==> src/design/dqvl_sqrt.sv <==
// pipelined integer square root, one result bit per stage, with sideband
// depends on nothing outside this file
`timescale 1ns / 1ps
`default_nettype none

module dqvl_sqrt #(
    parameter int ROOT_W = 24,
    parameter int SB_W   = 8
) (
    input  wire logic                  clk,
    input  wire logic                  rst_n,
    input  wire logic                  en,
    input  wire logic                  in_vld,
    input  wire logic [2*ROOT_W-1:0]   rad,
    input  wire logic [SB_W-1:0]       sb_in,
    output logic                       out_vld,
    output logic [ROOT_W-1:0]          root,
    output logic [SB_W-1:0]            sb_out
);
    localparam int RAD_W = 2 * ROOT_W;
    localparam int REM_W = ROOT_W + 3;

    logic [RAD_W-1:0]  rad_reg  [ROOT_W];
    logic [REM_W-1:0]  rem_reg  [ROOT_W];
    logic [ROOT_W-1:0] root_reg [ROOT_W];
    logic [SB_W-1:0]   sb_reg   [ROOT_W];
    logic [ROOT_W-1:0] vld_reg;

    for (genvar i = 0; i < ROOT_W; i++)
    begin : g_stage
        logic [RAD_W-1:0]  rad_in;
        logic [REM_W-1:0]  rem_in;
        logic [ROOT_W-1:0] root_in;
        logic [SB_W-1:0]   sbi;
        logic              v_in;
        logic [REM_W-1:0]  r2;
        logic [REM_W-1:0]  trial;
        logic              ge;

        if (i == 0)
        begin : g_first
            assign rad_in  = rad;
            assign rem_in  = '0;
            assign root_in = '0;
            assign sbi     = sb_in;
            assign v_in    = in_vld;
        end
        else
        begin : g_next
            assign rad_in  = rad_reg[i-1];
            assign rem_in  = rem_reg[i-1];
            assign root_in = root_reg[i-1];
            assign sbi     = sb_reg[i-1];
            assign v_in    = vld_reg[i-1];
        end

        // bring down two bits and try the next root bit
        assign r2    = {rem_in[REM_W-3:0], rad_in[RAD_W-1 -: 2]};
        assign trial = {1'b0, root_in, 2'b01};
        assign ge    = (r2 >= trial);

        always_ff @(posedge clk or negedge rst_n)
        begin
            if (!rst_n)
            begin
                vld_reg[i] <= 1'b0;
            end
            else if (en)
            begin
                vld_reg[i] <= v_in;
            end
        end

        always_ff @(posedge clk)
        begin
            if (en)
            begin
                rad_reg[i]  <= rad_in << 2;
                rem_reg[i]  <= ge ? (r2 - trial) : r2;
                root_reg[i] <= {root_in[ROOT_W-2:0], ge};
                sb_reg[i]   <= sbi;
            end
        end
    end

    assign out_vld = vld_reg[ROOT_W-1];
    assign root    = root_reg[ROOT_W-1];
    assign sb_out  = sb_reg[ROOT_W-1];

endmodule

`default_nettype wire

==> config.mk <==
export PLATFORM = sky130hd
export DESIGN_NAME = dqvl_sqrt
export DESIGN_NICKNAME = d
export VERILOG_FILES = /design/src/design/dqvl_sqrt.sv
export SDC_FILE = /design/constraint.sdc
export NUM_CORES = 2
export LEC_CHECK = 0
export BUFFER_PORTS_ARGS = -buffer_cell sky130_fd_sc_hd__buf_4
export CORE_MARGIN = 2
export CORE_UTILIZATION = 30
export DETAILED_ROUTE_END_ITERATION = 10
export REMOVE_ABC_BUFFERS = 1
export SYNTH_ARGS = -nofsm -noshare
export SYNTH_HDL_FRONTEND = slang
export SYNTH_SLANG_ARGS = --single-unit
export TNS_END_PERCENT = 50
==> constraint.sdc <==
create_clock -name clk -period 2.95 [get_ports clk]
set_clock_uncertainty 0.05 [all_clocks]
set_input_delay 0.1475 -clock clk [delete_from_list [all_inputs] [get_ports clk]]
set_output_delay 0.1475 -clock clk [all_outputs]
set_load 0.005 [all_outputs]
Word-level counts from Yosys, hierarchy flattened
Memory sizes are Yosys's and may differ from the RTL's. Cells that the tools add are included.

Mux-type cells: 26. $lt $le $gt $ge: 24. Add/sub/neg operators: 24.

Operators by type and width (number): 2-to-1 mux 27 bit (24); greater-or-equal comparator 27 x 26 -> 1 bit (23); subtractor 27 x 26 -> 27 bit (23); subtractor 2 x 1 -> 3 bit, second input constant (1); greater-or-equal comparator 2 x 1 -> 1 bit, second input constant (1); 2-to-1 mux 1 bit (2).

Word-level logic and storage cells: 102. Bits in registers: 24. Bits of input ports: 60. Memory bits (writable): 2520. Memories kept: 4.

Memory list: rad_reg (depth 24, bits a word 46, rd ports 23, clocked after memory_dff 0, wr ports 24, line 23) `logic [RAD_W-1:0] rad_reg [ROOT_W];`; rem_reg (depth 24, bits a word 27, rd ports 23, clocked after memory_dff 0, wr ports 24, line 24) `logic [REM_W-1:0] rem_reg [ROOT_W];`; root_reg (depth 24, bits a word 24, rd ports 24, clocked after memory_dff 0, wr ports 24, line 25) `logic [ROOT_W-1:0] root_reg [ROOT_W];`; sb_reg (depth 24, bits a word 8, rd ports 24, clocked after memory_dff 0, wr ports 24, line 26) `logic [SB_W-1:0] sb_reg [ROOT_W];`.

Longest topological paths before layout
An unclocked memory read counts as a cell.

Depth after elaboration: 3. Mapped depth: 15. Depth with buffers taken out: 12.

Worst setup path before layout
No wires, ideal clock.

Kind: register to register. Start: mem rem_reg[2][54] in the netlist's numbering. End: mem rem_reg[2][101] in the netlist's numbering, data pin. Buffers on the path: 1. Library setup time: 260 ps. Required time: 2640 ps. Stages on the path, launching flop included: 11. Arrival: 2975 ps. Slack: -335 ps. Cell sequence: edfxtp_1 -> ha_1 -> o21a_1 -> or4_1 -> a31o_2 -> a21oi_1 -> o21ai_1 -> and3_1 -> a31oi_1 -> buf_2 -> mux2_2.

RTL lines (line): start: declaration (24).

==> results by group <==
Layout
  – Util after Layout: 39.8%
  – Layout Nets: 6805
  – Largest register FFs: 552
  – Area grow syn2layout: 31.9%
  – Final Cell Area: 93700 um2
  – Filler Cell Count: 21600
  – Share of cells above drive strength 1: 27.8%

Place
  – Worst slack, placed: -0.444 ns
  – Placed cell areas: 81800 um2
  – Post-DP HPWL: 97.6 mm
  – IO buf count: 92
  – Routability-driven placement congestion ratio: 0.940

Floorplanning
  – Die Span Y: 490 um
  – Die footprint: 241000 um2
  – IO Pins: 93
  – Site Rows: 178
  – Die W: 490 um
  – Core Box Area: 235000 um2
  – Starting Density: 30.2%

Routing
  – Final WL: 144 mm
  – DRT antenna net count: 0
  – Vias per inst: 4.54
  – Routed len/inst: 14.8 um
  – DRC errors left: 0
  – DR iter-0 viols: 2395
  – Detailed Routing Iterations Pass 1: 5
  – Vias post-DR: 44100

Yosys
  – Mapped Area: 71000 um2
  – Register area share after synthesis: 67.9%
  – Synthesis-stage register bit count: 1610
  – Most common cell in the netlist: edfxtp_1
  – Dominant cell type by area after synthesis: edfxtp_1
  – Post-synth top cells: 1586 x edfxtp_1, 388 x inv_1, 378 x nand2_1, 325 x ha_1
  – Ys Warns: 0
  – Syn avg cell area: 13.8 um2
  – Yosys cell types: 86
  – Main synth FF type: edfxtp_1
  – EDFF count, synth: 1586
  – Top area cells in the synthesized netlist: edfxtp_1 67%, ha_1 5.7%, xor2_1 2.7%
  – Post-synth top area share: 67.1%
  – Synth async-reset ratio: 1.49%
  – Mapped Cells: 5162

Setup path
  – Startpoint types: flop
  – Arr. time, crit path: 3.74 ns
  – CP Data Required Time: 3.46 ns
  – Slowest cell on crit path: or4b_4
  – Crit-path max FO: 5
  – Crit-path cells: ha_4 -> buf_4 -> nand3_1 -> a211oi_2 -> or4b_4 -> a311oi_2 -> nor2b_2 -> a21oi_2 -> and3_4 -> buf_6 -> buf_8 -> buf_12 -> xnor2_2
  – CP Capture Type: flop
  – Max incr delay on CP: 0.57 ns
  – Worst Setup Path Type: reg2reg
  – Reg2Reg Setup Slack: -0.28 ns

STA
  – Period utilization: 110%
  – F_max: 309 MHz
  – Slew Limit Fails: 0
  – Rel. slew slack: 35.1%
  – Setup TNS: -15.22 ns
  – Post-layout min period: 3.23 ns
  – Worst-Margin Slew: 0.965 ns
  – Post-route setup slack: -0.284 ns
  – Final setup violation count: 105
  – Final Hold Vio Count: 0
  – RSZ-0062 raised after global routing: yes

Clock tree
  – CTS tree: built
  – TritonCTS buffer count: 181
  – Clk_lat worst skew: 0.85 ns
  – Clock slew at reported path FFs: 0.06 ns
  – CTS max path bufs: 3
  – Clock sinks: 1610
  – H-tree depth: 4
  – CTS root buf: clkbuf_16

Global route
  – Global-route wire length before repair: 228 mm
  – Gr usage total: 11.5%
  – Largest net degree at the start of global routing: 92
  – Vias in the first global route: 44600
  – Grt ovf: 0
  – Initial antenna violation count: 1

Status
  – Failing checks: negative setup slack
  – Outcome: finished with violations

Power and ir drop
  – Maximum VDD drop: 0.000523 V
  – Pwr Density: 718 nW/um2
  – Pleak: 0.0361 uW

Job
  – Max_cap viols: 0

Min path
  – Worst Hold Class: in2reg
cells by family (layout without fill, tap and decap cells):
logic type      count (synthesis)  after routing  synth area share (%)
simple gates                 1285           1286                  8.97
mux                            59             59                 0.936
flops                        1610           1610                  67.9
buf+inv                       482           1893                  2.57
compound gates                969            970                  8.53
xor+xnor                      431            431                  5.32
fa+ha+maj                     325            325                  5.73
other cells                     1              2               0.00528
placed cells by master, fill, tap and decap left out, drive strengths merged, types with 12 or more instances in the layout:
cell type    Yosys  layout
a21o           108     109
nand4           41      41
or3             56      56
nand2          378     378
nand2b          68      68
xor2           220     220
a21oi          264     264
a31oi           30      30
inv            388     398
bufinv           0      27
o31ai           36      36
and2            19      19
nand3           78      78
nor3b           12      12
or4             26      26
nor4            57      57
and3            26      26
o21a            62      62
a211oi          25      25
clkinv           1      81
a2111oi         14      14
o211ai          17      17
dlygate4sd3      0     117
nand3b          14      14
a21boi          18      18
mux2            53      53
dfrtp           24      24
o21ai          281     281
clkbuf          83     214
or2             24      24
nor2           280     280
ha             325     325
xnor2          211     211
nor2b           52      52
nor3           118     118
o21bai          18      18
edfxtp        1586    1586
buf             10    1046
where the power goes:
group	switching, uW	internal [uW]
clock	9620	13900
sequential	1540	28500
combinational	6800	6950
total	17900	49300
metal layers:
metal / routed length [um] / GRT usage [%] / vias up
met4: 6140 / 4.84 / 0
li1: - / - / 21700
met2: 70800 / 20.1 / 826
met5: 0 / 0 / -
met3: 5600 / 2.23 / 365
met1: 61000 / 13.8 / 21200
repair_timing:
action	CTS	global route
gates resized for setup	307	367
hold buffers	118	0
endpoints found under the hold margin	282	0
cloned	14	2
setup buffers	90	58
endpoints found under the setup margin	287	383
pin swaps	102	119
metrics by stage:
| step | hold WS (ns) | power, uW | cells |
|---|---|---|---|
| 6_report | 0.115 | 67300 | 9726 |
| 5_1_grt | 0.0954 | 70700 | 9725 |
| 4_1_cts | 0.0289 | 67100 | 9672 |
| 3_5_place_dp | 0.0297 | 41800 | 9116 |
| 3_3_place_gp | 0.0192 | 41600 | 9116 |
| 2_1_floorplan | -0.198 | 36900 | 5069 |
worst max-delay path, delay by kind of cell, from the launching register on:
family	cells	cell delay [ns]
compound gates	3	0.60
xor+xnor	1	0.05
buf+inv	4	0.53
flops	1	0.44
simple gates	4	1.02
fa+ha+maj	1	0.28
final timing paths:
path                                 start         endpoint  depth (start not counted)
max                         rem_reg[2][85]  rem_reg[2][108]                         13
min                                rad[47]    rem_reg[0][0]                          3
max reg2reg                 rem_reg[2][85]  rem_reg[2][108]                         13
min reg2reg                rad_reg[2][178]  rad_reg[2][226]                          0
max in group asynchronous            rst_n          out_vld                          4
min in group asynchronous            rst_n  g_stage[1].v_in                          4
area by class of cell:
type / instances / area [um2] / share of cell area (%)
flip-flops and latches: 1610 / 48200 / 51.5
multi-input cells: 3072 / 23700 / 25.3
repair buffers: 1166 / 9900 / 10.6
clock buffers: 211 / 4670 / 4.99
well taps: 3150 / 3940 / 4.21
clock inverters: 127 / 1710 / 1.82
inverters: 389 / 1470 / 1.57
diodes: 1 / 2.50 / 0.00267
Power figures use the tool's default switching activity.
