===== src/design/dqvl_div.sv =====
// pipelined restoring divider, two numerators over one divisor, one quotient bit per stage
// depends on nothing outside this file
`timescale 1ns / 1ps
`default_nettype none

module dqvl_div #(
    parameter int NUM_W = 39,
    parameter int DEN_W = 24,
    parameter int QUO_W = 16,
    parameter int SB_W  = 8
) (
    input  wire logic              clk,
    input  wire logic              rst_n,
    input  wire logic              en,
    input  wire logic              in_vld,
    input  wire logic [NUM_W-1:0]  num_a,
    input  wire logic [NUM_W-1:0]  num_b,
    input  wire logic [DEN_W-1:0]  den,
    input  wire logic [SB_W-1:0]   sb_in,
    output logic                   out_vld,
    output logic [QUO_W-1:0]       quo_a,
    output logic [QUO_W-1:0]       quo_b,
    output logic [SB_W-1:0]        sb_out
);
    logic [NUM_W-1:0] na_reg  [QUO_W];
    logic [NUM_W-1:0] nb_reg  [QUO_W];
    logic [QUO_W-1:0] qa_reg  [QUO_W];
    logic [QUO_W-1:0] qb_reg  [QUO_W];
    logic [DEN_W-1:0] den_reg [QUO_W];
    logic [SB_W-1:0]  sb_reg  [QUO_W];
    logic [QUO_W-1:0] vld_reg;

    for (genvar i = 0; i < QUO_W; i++)
    begin : g_stage
        logic [NUM_W-1:0] na_in;
        logic [NUM_W-1:0] nb_in;
        logic [QUO_W-1:0] qa_in;
        logic [QUO_W-1:0] qb_in;
        logic [DEN_W-1:0] den_in;
        logic [SB_W-1:0]  sbi;
        logic             v_in;
        logic [NUM_W-1:0] dsh;
        logic             ge_a;
        logic             ge_b;

        if (i == 0)
        begin : g_first
            assign na_in  = num_a;
            assign nb_in  = num_b;
            assign qa_in  = '0;
            assign qb_in  = '0;
            assign den_in = den;
            assign sbi    = sb_in;
            assign v_in   = in_vld;
        end
        else
        begin : g_next
            assign na_in  = na_reg[i-1];
            assign nb_in  = nb_reg[i-1];
            assign qa_in  = qa_reg[i-1];
            assign qb_in  = qb_reg[i-1];
            assign den_in = den_reg[i-1];
            assign sbi    = sb_reg[i-1];
            assign v_in   = vld_reg[i-1];
        end

        // divisor aligned to this quotient bit
        assign dsh  = NUM_W'(den_in) << (QUO_W - 1 - i);
        assign ge_a = (na_in >= dsh);
        assign ge_b = (nb_in >= dsh);

        always_ff @(posedge clk or negedge rst_n)
        begin
            if (!rst_n)
            begin
                vld_reg[i] <= 1'b0;
            end
            else if (en)
            begin
                vld_reg[i] <= v_in;
            end
        end

        always_ff @(posedge clk)
        begin
            if (en)
            begin
                na_reg[i]  <= ge_a ? (na_in - dsh) : na_in;
                nb_reg[i]  <= ge_b ? (nb_in - dsh) : nb_in;
                qa_reg[i]  <= {qa_in[QUO_W-2:0], ge_a};
                qb_reg[i]  <= {qb_in[QUO_W-2:0], ge_b};
                den_reg[i] <= den_in;
                sb_reg[i]  <= sbi;
            end
        end
    end

    assign out_vld = vld_reg[QUO_W-1];
    assign quo_a   = qa_reg[QUO_W-1];
    assign quo_b   = qb_reg[QUO_W-1];
    assign sb_out  = sb_reg[QUO_W-1];

endmodule

`default_nettype wire


===== config.mk =====
export PLATFORM = sky130hd
export DESIGN_NAME = dqvl_div
export DESIGN_NICKNAME = d
export VERILOG_FILES = /design/src/design/dqvl_div.sv
export SDC_FILE = /design/constraint.sdc
export NUM_CORES = 2
export LEC_CHECK = 0
export BUFFER_PORTS_ARGS = -buffer_cell sky130_fd_sc_hd__buf_4
export CORE_MARGIN = 2
export CORE_UTILIZATION = 55
export CTS_BUF_LIST = sky130_fd_sc_hd__clkbuf_4 sky130_fd_sc_hd__clkbuf_8 sky130_fd_sc_hd__clkbuf_16
export CTS_CLUSTER_SIZE = 12
export DETAILED_ROUTE_END_ITERATION = 8
export HOLD_SLACK_MARGIN = 0.12
export PLACE_DENSITY = 0.71
export SLEW_MARGIN = 15
export SYNTH_ARGS = -nofsm -noshare
export SYNTH_HDL_FRONTEND = slang
export SYNTH_SLANG_ARGS = --single-unit

===== constraint.sdc =====
create_clock -name clk -period 4.1 [get_ports clk]
set_input_delay 0.82 -clock clk [delete_from_list [all_inputs] [get_ports clk]]
set_output_delay 0.82 -clock clk [all_outputs]
set_load 0.02 [all_outputs]

# Word level (Yosys, flattened, before mapping)
# Memories as Yosys holds them, arrays and structs flattened.
# Cells that the tools add are included.
[totals]
reg_bits = 16
ramBits = 2272
in_bits = 114
out_inout_bits = 41
wordCells = 120
mem_count = 6
[memory_table]
columns = ["memory", "words", "word_bits", "read_ports", "rd_clocked_by_memory_dff", "write_ports", "line", "source"]
rows = [
  ["na_reg", 16, 39, 15, 0, 16, "25", "logic [NUM_W-1:0] na_reg [QUO_W];"],
  ["nb_reg", 16, 39, 15, 0, 16, "26", "logic [NUM_W-1:0] nb_reg [QUO_W];"],
  ["den_reg", 16, 24, 15, 0, 16, "29", "logic [DEN_W-1:0] den_reg [QUO_W];"],
  ["qa_reg", 16, 16, 16, 0, 16, "27", "logic [QUO_W-1:0] qa_reg [QUO_W];"],
  ["qb_reg", 16, 16, 16, 0, 16, "28", "logic [QUO_W-1:0] qb_reg [QUO_W];"],
  ["sb_reg", 16, 8, 16, 0, 16, "30", "logic [SB_W-1:0] sb_reg [QUO_W];"],
]
[classes]
n_addsub = 32
n_lt_le_gt_ge = 32
muxes = 34
[ops]
columns = ["cell", "count"]
rows = [
  ["two-way mux 39 bit", 32],
  [">= comparator 39 x 24 -> 1 bit", 2],
  [">= comparator 39 x 25 -> 1 bit", 2],
  [">= comparator 39 x 26 -> 1 bit", 2],
  [">= comparator 39 x 27 -> 1 bit", 2],
  [">= comparator 39 x 28 -> 1 bit", 2],
  [">= comparator 39 x 29 -> 1 bit", 2],
  [">= comparator 39 x 30 -> 1 bit", 2],
  [">= comparator 39 x 31 -> 1 bit", 2],
  [">= comparator 39 x 32 -> 1 bit", 2],
  [">= comparator 39 x 33 -> 1 bit", 2],
  [">= comparator 39 x 34 -> 1 bit", 2],
  [">= comparator 39 x 35 -> 1 bit", 2],
  [">= comparator 39 x 36 -> 1 bit", 2],
  [">= comparator 39 x 37 -> 1 bit", 2],
  [">= comparator 39 x 38 -> 1 bit", 2],
  [">= comparator 39 bit", 2],
  ["subtractor 39 x 24 -> 39 bit", 2],
  ["subtractor 39 x 25 -> 39 bit", 2],
  ["subtractor 39 x 26 -> 39 bit", 2],
  ["subtractor 39 x 27 -> 39 bit", 2],
  ["subtractor 39 x 28 -> 39 bit", 2],
  ["subtractor 39 x 29 -> 39 bit", 2],
  ["subtractor 39 x 30 -> 39 bit", 2],
  ["10 further kinds", 20],
]

# Depth between registers and ports, before layout
# An unclocked memory read counts as a cell.
[depth]
word_depth = 3
depth_mapped = 15
ltp_nobuf = 14

# Least setup slack after synthesis
# Ideal clock, no wire load.
[synth_path]
path_kind = "input port to flip-flop"
start = "input port num_a[15]"
end = "memory na_reg[0][21] (data pin)"
setup_time_ns = 0.260
t_arrival_ns = 3.630
t_required_ns = 3.840
slack_ns = 0.211
stages = 14
cell_sequence = "inv_1 > ha_1 > fa_1 > nand2b_1 > a21oi_1 > o2111ai_1 > nand4_1 > and3_1 > a21oi_1 > o31ai_1 > a21oi_1 > o21ai_1 > clkbuf_1 > mux2_2"
[synth_rtl]
columns = ["element", "line", "source"]
rows = [
  ["start, declared", "16", "input wire logic [NUM_W-1:0] num_a,"],
  ["end, declared", "25", ""],
]

==> impl_metrics.json <==
{
  "place_inst": 12550,
  "numCtsBuffers": 209,
  "instances_no_fill": 12960,
  "ios": 155,
  "cts_max_level": 4,
  "place_hpwl_um": 261300,
  "p_int_mw": 55.40,
  "via_count": 78060,
  "hp-start": "num_b[11]",
  "synthAdderAreaFrac_pct": 9.348,
  "clk_latency_ns": 0.86,
  "synth_compound_area_share_pct": 14.47,
  "grt_pass1_vias": 76940,
  "postLayoutCoreUtil_pct": 62.32,
  "pwr-share-seq_pct": 37.4,
  "slowest_stage": "edfxtp_1",
  "layout_common_cells": "edfxtp_1, a21oi_1, ha_1, nor2_1, nand2_1",
  "finalSetupViolCount": 0,
  "critical-path-max-stage-delay_ns": 0.47,
  "synth_warnings": 0,
  "critPathLaunch": "den_reg[0][24]",
  "layout.nets": 11070,
  "p_sw_mw": 32.93,
  "r2r-start": "den_reg[0][24]",
  "rows": 163,
  "multi_input_area_um2": 47890,
  "fill_cells": 15730,
  "crit_chain": "ha_1 -> fa_1 -> nor2b_1 -> o31a_1 -> o211ai_1 -> a31oi_1 -> a21oi_1 -> o31ai_1 -> buf_4 -> nor4_1 -> o211ai_1 -> buf_4 -> buf_12 -> mux2_2",
  "final_common_cell": "edfxtp_1",
  "yosysUniqueCellTypes": 96,
  "clkTransAtPathRegs_ns": 0.06,
  "finalHoldViolations": 0,
  "port-buffer-count": 154,
  "place_area_um2": 115700,
  "p_clk_share_pct": 21.5,
  "critical_path_arrival_ns": 4.54,
  "start_util_pct": 55.32,
  "drive_gt1_share_pct": 10.16,
  "clkSinkCount": 1946,
  "min_period_over_period_pct": 96.40,
  "antenna_left": 0,
  "avgSynthCellArea_um2": 11.28,
  "routed_wl_um": 324400,
  "fmax_mhz": 253.0,
  "design_area_um2": 123000,
  "ys.flop_type": "edfxtp_1",
  "irDropWorstVdd_uv": 431.3,
  "r2r_cells": 14,
  "p_sw_share_pct": 37.28,
  "root_buffer": "clkbuf_16",
  "vias_per_cell": 6.024,
  "required_ns": 4.69,
  "period_minus_slack_ns": 3.952,
  "status": "finished, final reports clean",
  "skew_ns": 0.05111,
  "synth_top_family_by_area": "compound AO/OA/AOI/OAI gates",
  "wl_per_cell_um": 25.03,
  "dieHeight_um": 449.6,
  "crit_family": "compound AO/OA/AOI/OAI gates",
  "drcViolationCount": 0,
  "crit_buf_inv": 3,
  "synth_edf_count": 1930,
  "p_total_mw": 88.33,
  "syn_nets": 10600,
  "synth-seq-cells": 1946,
  "cts_tree": "done",
  "pwr_density_cell_nw_per_um2": 717.9,
  "synth_mux_area_share_pct": 2.043,
  "async_flop_share_pct": 0.8222,
  "syn_area_um2": 109200,
  "crit_cells": 14,
  "worstSetupEndpointType": "flip-flop",
  "grt_usage_pct": 31.57,
  "core-area_um2": 197400,
  "clockBufferDepth": 3,
  "synth_cells": 9684,
  "cap_viol_max_count": 0,
  "grt_overflow": 0,
  "drt_iter0_drc": 7107,
  "hold_path.class": "primary input to flip-flop",
  "yosysSeqAreaShare_pct": 53.43,
  "combPwrFrac_pct": 41.1,
  "first_pass_iters": 6,
  "worstMarginPinSlew_ns": 0.9645,
  "cp-start-kind": "flip-flop",
  "antenna_found_initial": 11,
  "place_congestion": 1.001,
  "synth_simple_gate_area_share_pct": 11.48,
  "synth_xor_area_share_pct": 6.303,
  "regArea_um2": 58360,
  "fp.dieArea_um2": 202200,
  "hold_path_depth": 1,
  "grt_max_degree": 128,
  "crit_fanout": 28,
  "syn_to_final_growth_pct": 12.66,
  "critPathKind": "flip-flop to flip-flop",
  "relSlewSlack_pct": 35.31,
  "chipWidth_um": 449.6,
  "power.leakage_nw": 48.38,
  "grt_pass1_wl_um": 478700,
  "slew_violations": 0
}
==> power by group through the flow <==
| stage | logic (mW) | registers [mW] | clock network (mW) |
|---|---|---|---|
| after global routing | 39.9 | 33.4 | 20.0 |
| after floorplan | 26.0 | 31.0 | 0 |
| final | 36.3 | 33.1 | 19.0 |
| after CTS | 35.9 | 33.0 | 19.3 |
| after global placement | 35.2 | 33.4 | 0 |
| after detailed placement | 35.6 | 33.4 | 0 |
==> synthesized netlist by cell type (44+ instances only) <==
| master | number | share of area (%) |
|---|---|---|
| a211oi_1 | 58 | 0.40 |
| a21o_1 | 384 | 2.6 |
| a21oi_1 | 867 | 4.0 |
| a31oi_1 | 86 | 0.49 |
| and3_1 | 71 | 0.41 |
| clkbuf_1 | 178 | 0.61 |
| edfxtp_1 | 1930 | 53 |
| ha_1 | 768 | 8.8 |
| inv_1 | 626 | 2.2 |
| mux2_2 | 191 | 2.0 |
| nand2_1 | 681 | 2.3 |
| nand2b_1 | 133 | 0.76 |
| nand3_1 | 165 | 0.76 |
| nand4_1 | 112 | 0.64 |
| nor2_1 | 700 | 2.4 |
| nor2b_1 | 129 | 0.74 |
| nor3_1 | 153 | 0.70 |
| nor4_1 | 124 | 0.71 |
| o211ai_1 | 44 | 0.30 |
| o21a_1 | 96 | 0.66 |
| o21ai_0 | 579 | 2.7 |
| o21bai_1 | 94 | 0.65 |
| o31ai_1 | 58 | 0.40 |
| or3_1 | 56 | 0.32 |
| xnor2_1 | 473 | 3.8 |
| xor2_1 | 313 | 2.5 |
==> layout make-up <==
class	count	share of cell area (%)
Tap cell	2640	2.685
Clock buffer	247	4.497
Antenna cell	9	0.01830
Clock inverter	114	1.109
Timing Repair Buffer	477	3.415
Inverter	629	1.919
Multi-Input combinational cell	6897	38.93
Sequential cell	1946	47.43
==> worst reg2reg max path, stage by stage (launching register included) <==
cell and delay (ns):
edfxtp_1 0.47, ha_1 0.26, fa_1 0.41, nor2b_1 0.17
o31a_1 0.21, o211ai_1 0.18, a31oi_1 0.28, a21oi_1 0.16
o31ai_1 0.37, buf_4 0.20, nor4_1 0.05, o211ai_1 0.19
buf_4 0.18, buf_12 0.17, mux2_2 0.38
==> cell families (layout without fill, tap and decap cells) <==
group	after synthesis	after routing
adder cells (fa/ha/maj)	798	798
multiplexers	199	199
XOR/XNOR	786	786
AND/OR/NAND/NOR	2561	2561
other	0	9
AO/OA/AOI/OAI	2552	2553
flip-flops	1946	1946
buffers and inverters	842	1467
==> per-layer routing <==
layer | vias up | track usage, % | share of wire, %
li1 | 37040 | - | -
met1 | 37710 | 36.59 | 38
met2 | 2570 | 55.17 | 50
met3 | 725 | 4.703 | 5.3
met4 | 10 | 19.26 | 7.2
met5 | - | 0 | 0.017
==> stage by stage <==
| stage | hold slack [ns] | setup TNS, ns | setup slack, ns |
|---|---|---|---|
| floorplan | 0.4003 | 0 | 0.2106 |
| global placement | 0.4002 | 0 | 0.09971 |
| detailed placement | 0.4045 | 0 | 0.05397 |
| CTS | 0.1202 | 0 | 0.03399 |
| global route | 0.1325 | -0.3555 | -0.05479 |
| finish | 0.1712 | 0 | 0.1478 |
==> timing repair <==
action / CTS / global route
gates resized for setup: 0 / 5
hold buffers: 40 / 0
hold endpoints to repair: 55 / 0
setup endpoints to repair: 0 / 28
setup buffers: 0 / 1
==> worst paths after layout <==
kind                               endpoint  slack (ns)
max in group asynchronous   g_stage[3].v_in        3.51
min in group asynchronous  g_stage[15].v_in        0.41
setup reg to reg              nb_reg[0][95]        0.15
hold reg to reg               sb_reg[3][10]        0.40
hold / removal                nb_reg[0][11]        0.17
setup / recovery              nb_reg[0][95]        0.15
Note: power is estimated with default switching activity, not from simulation.
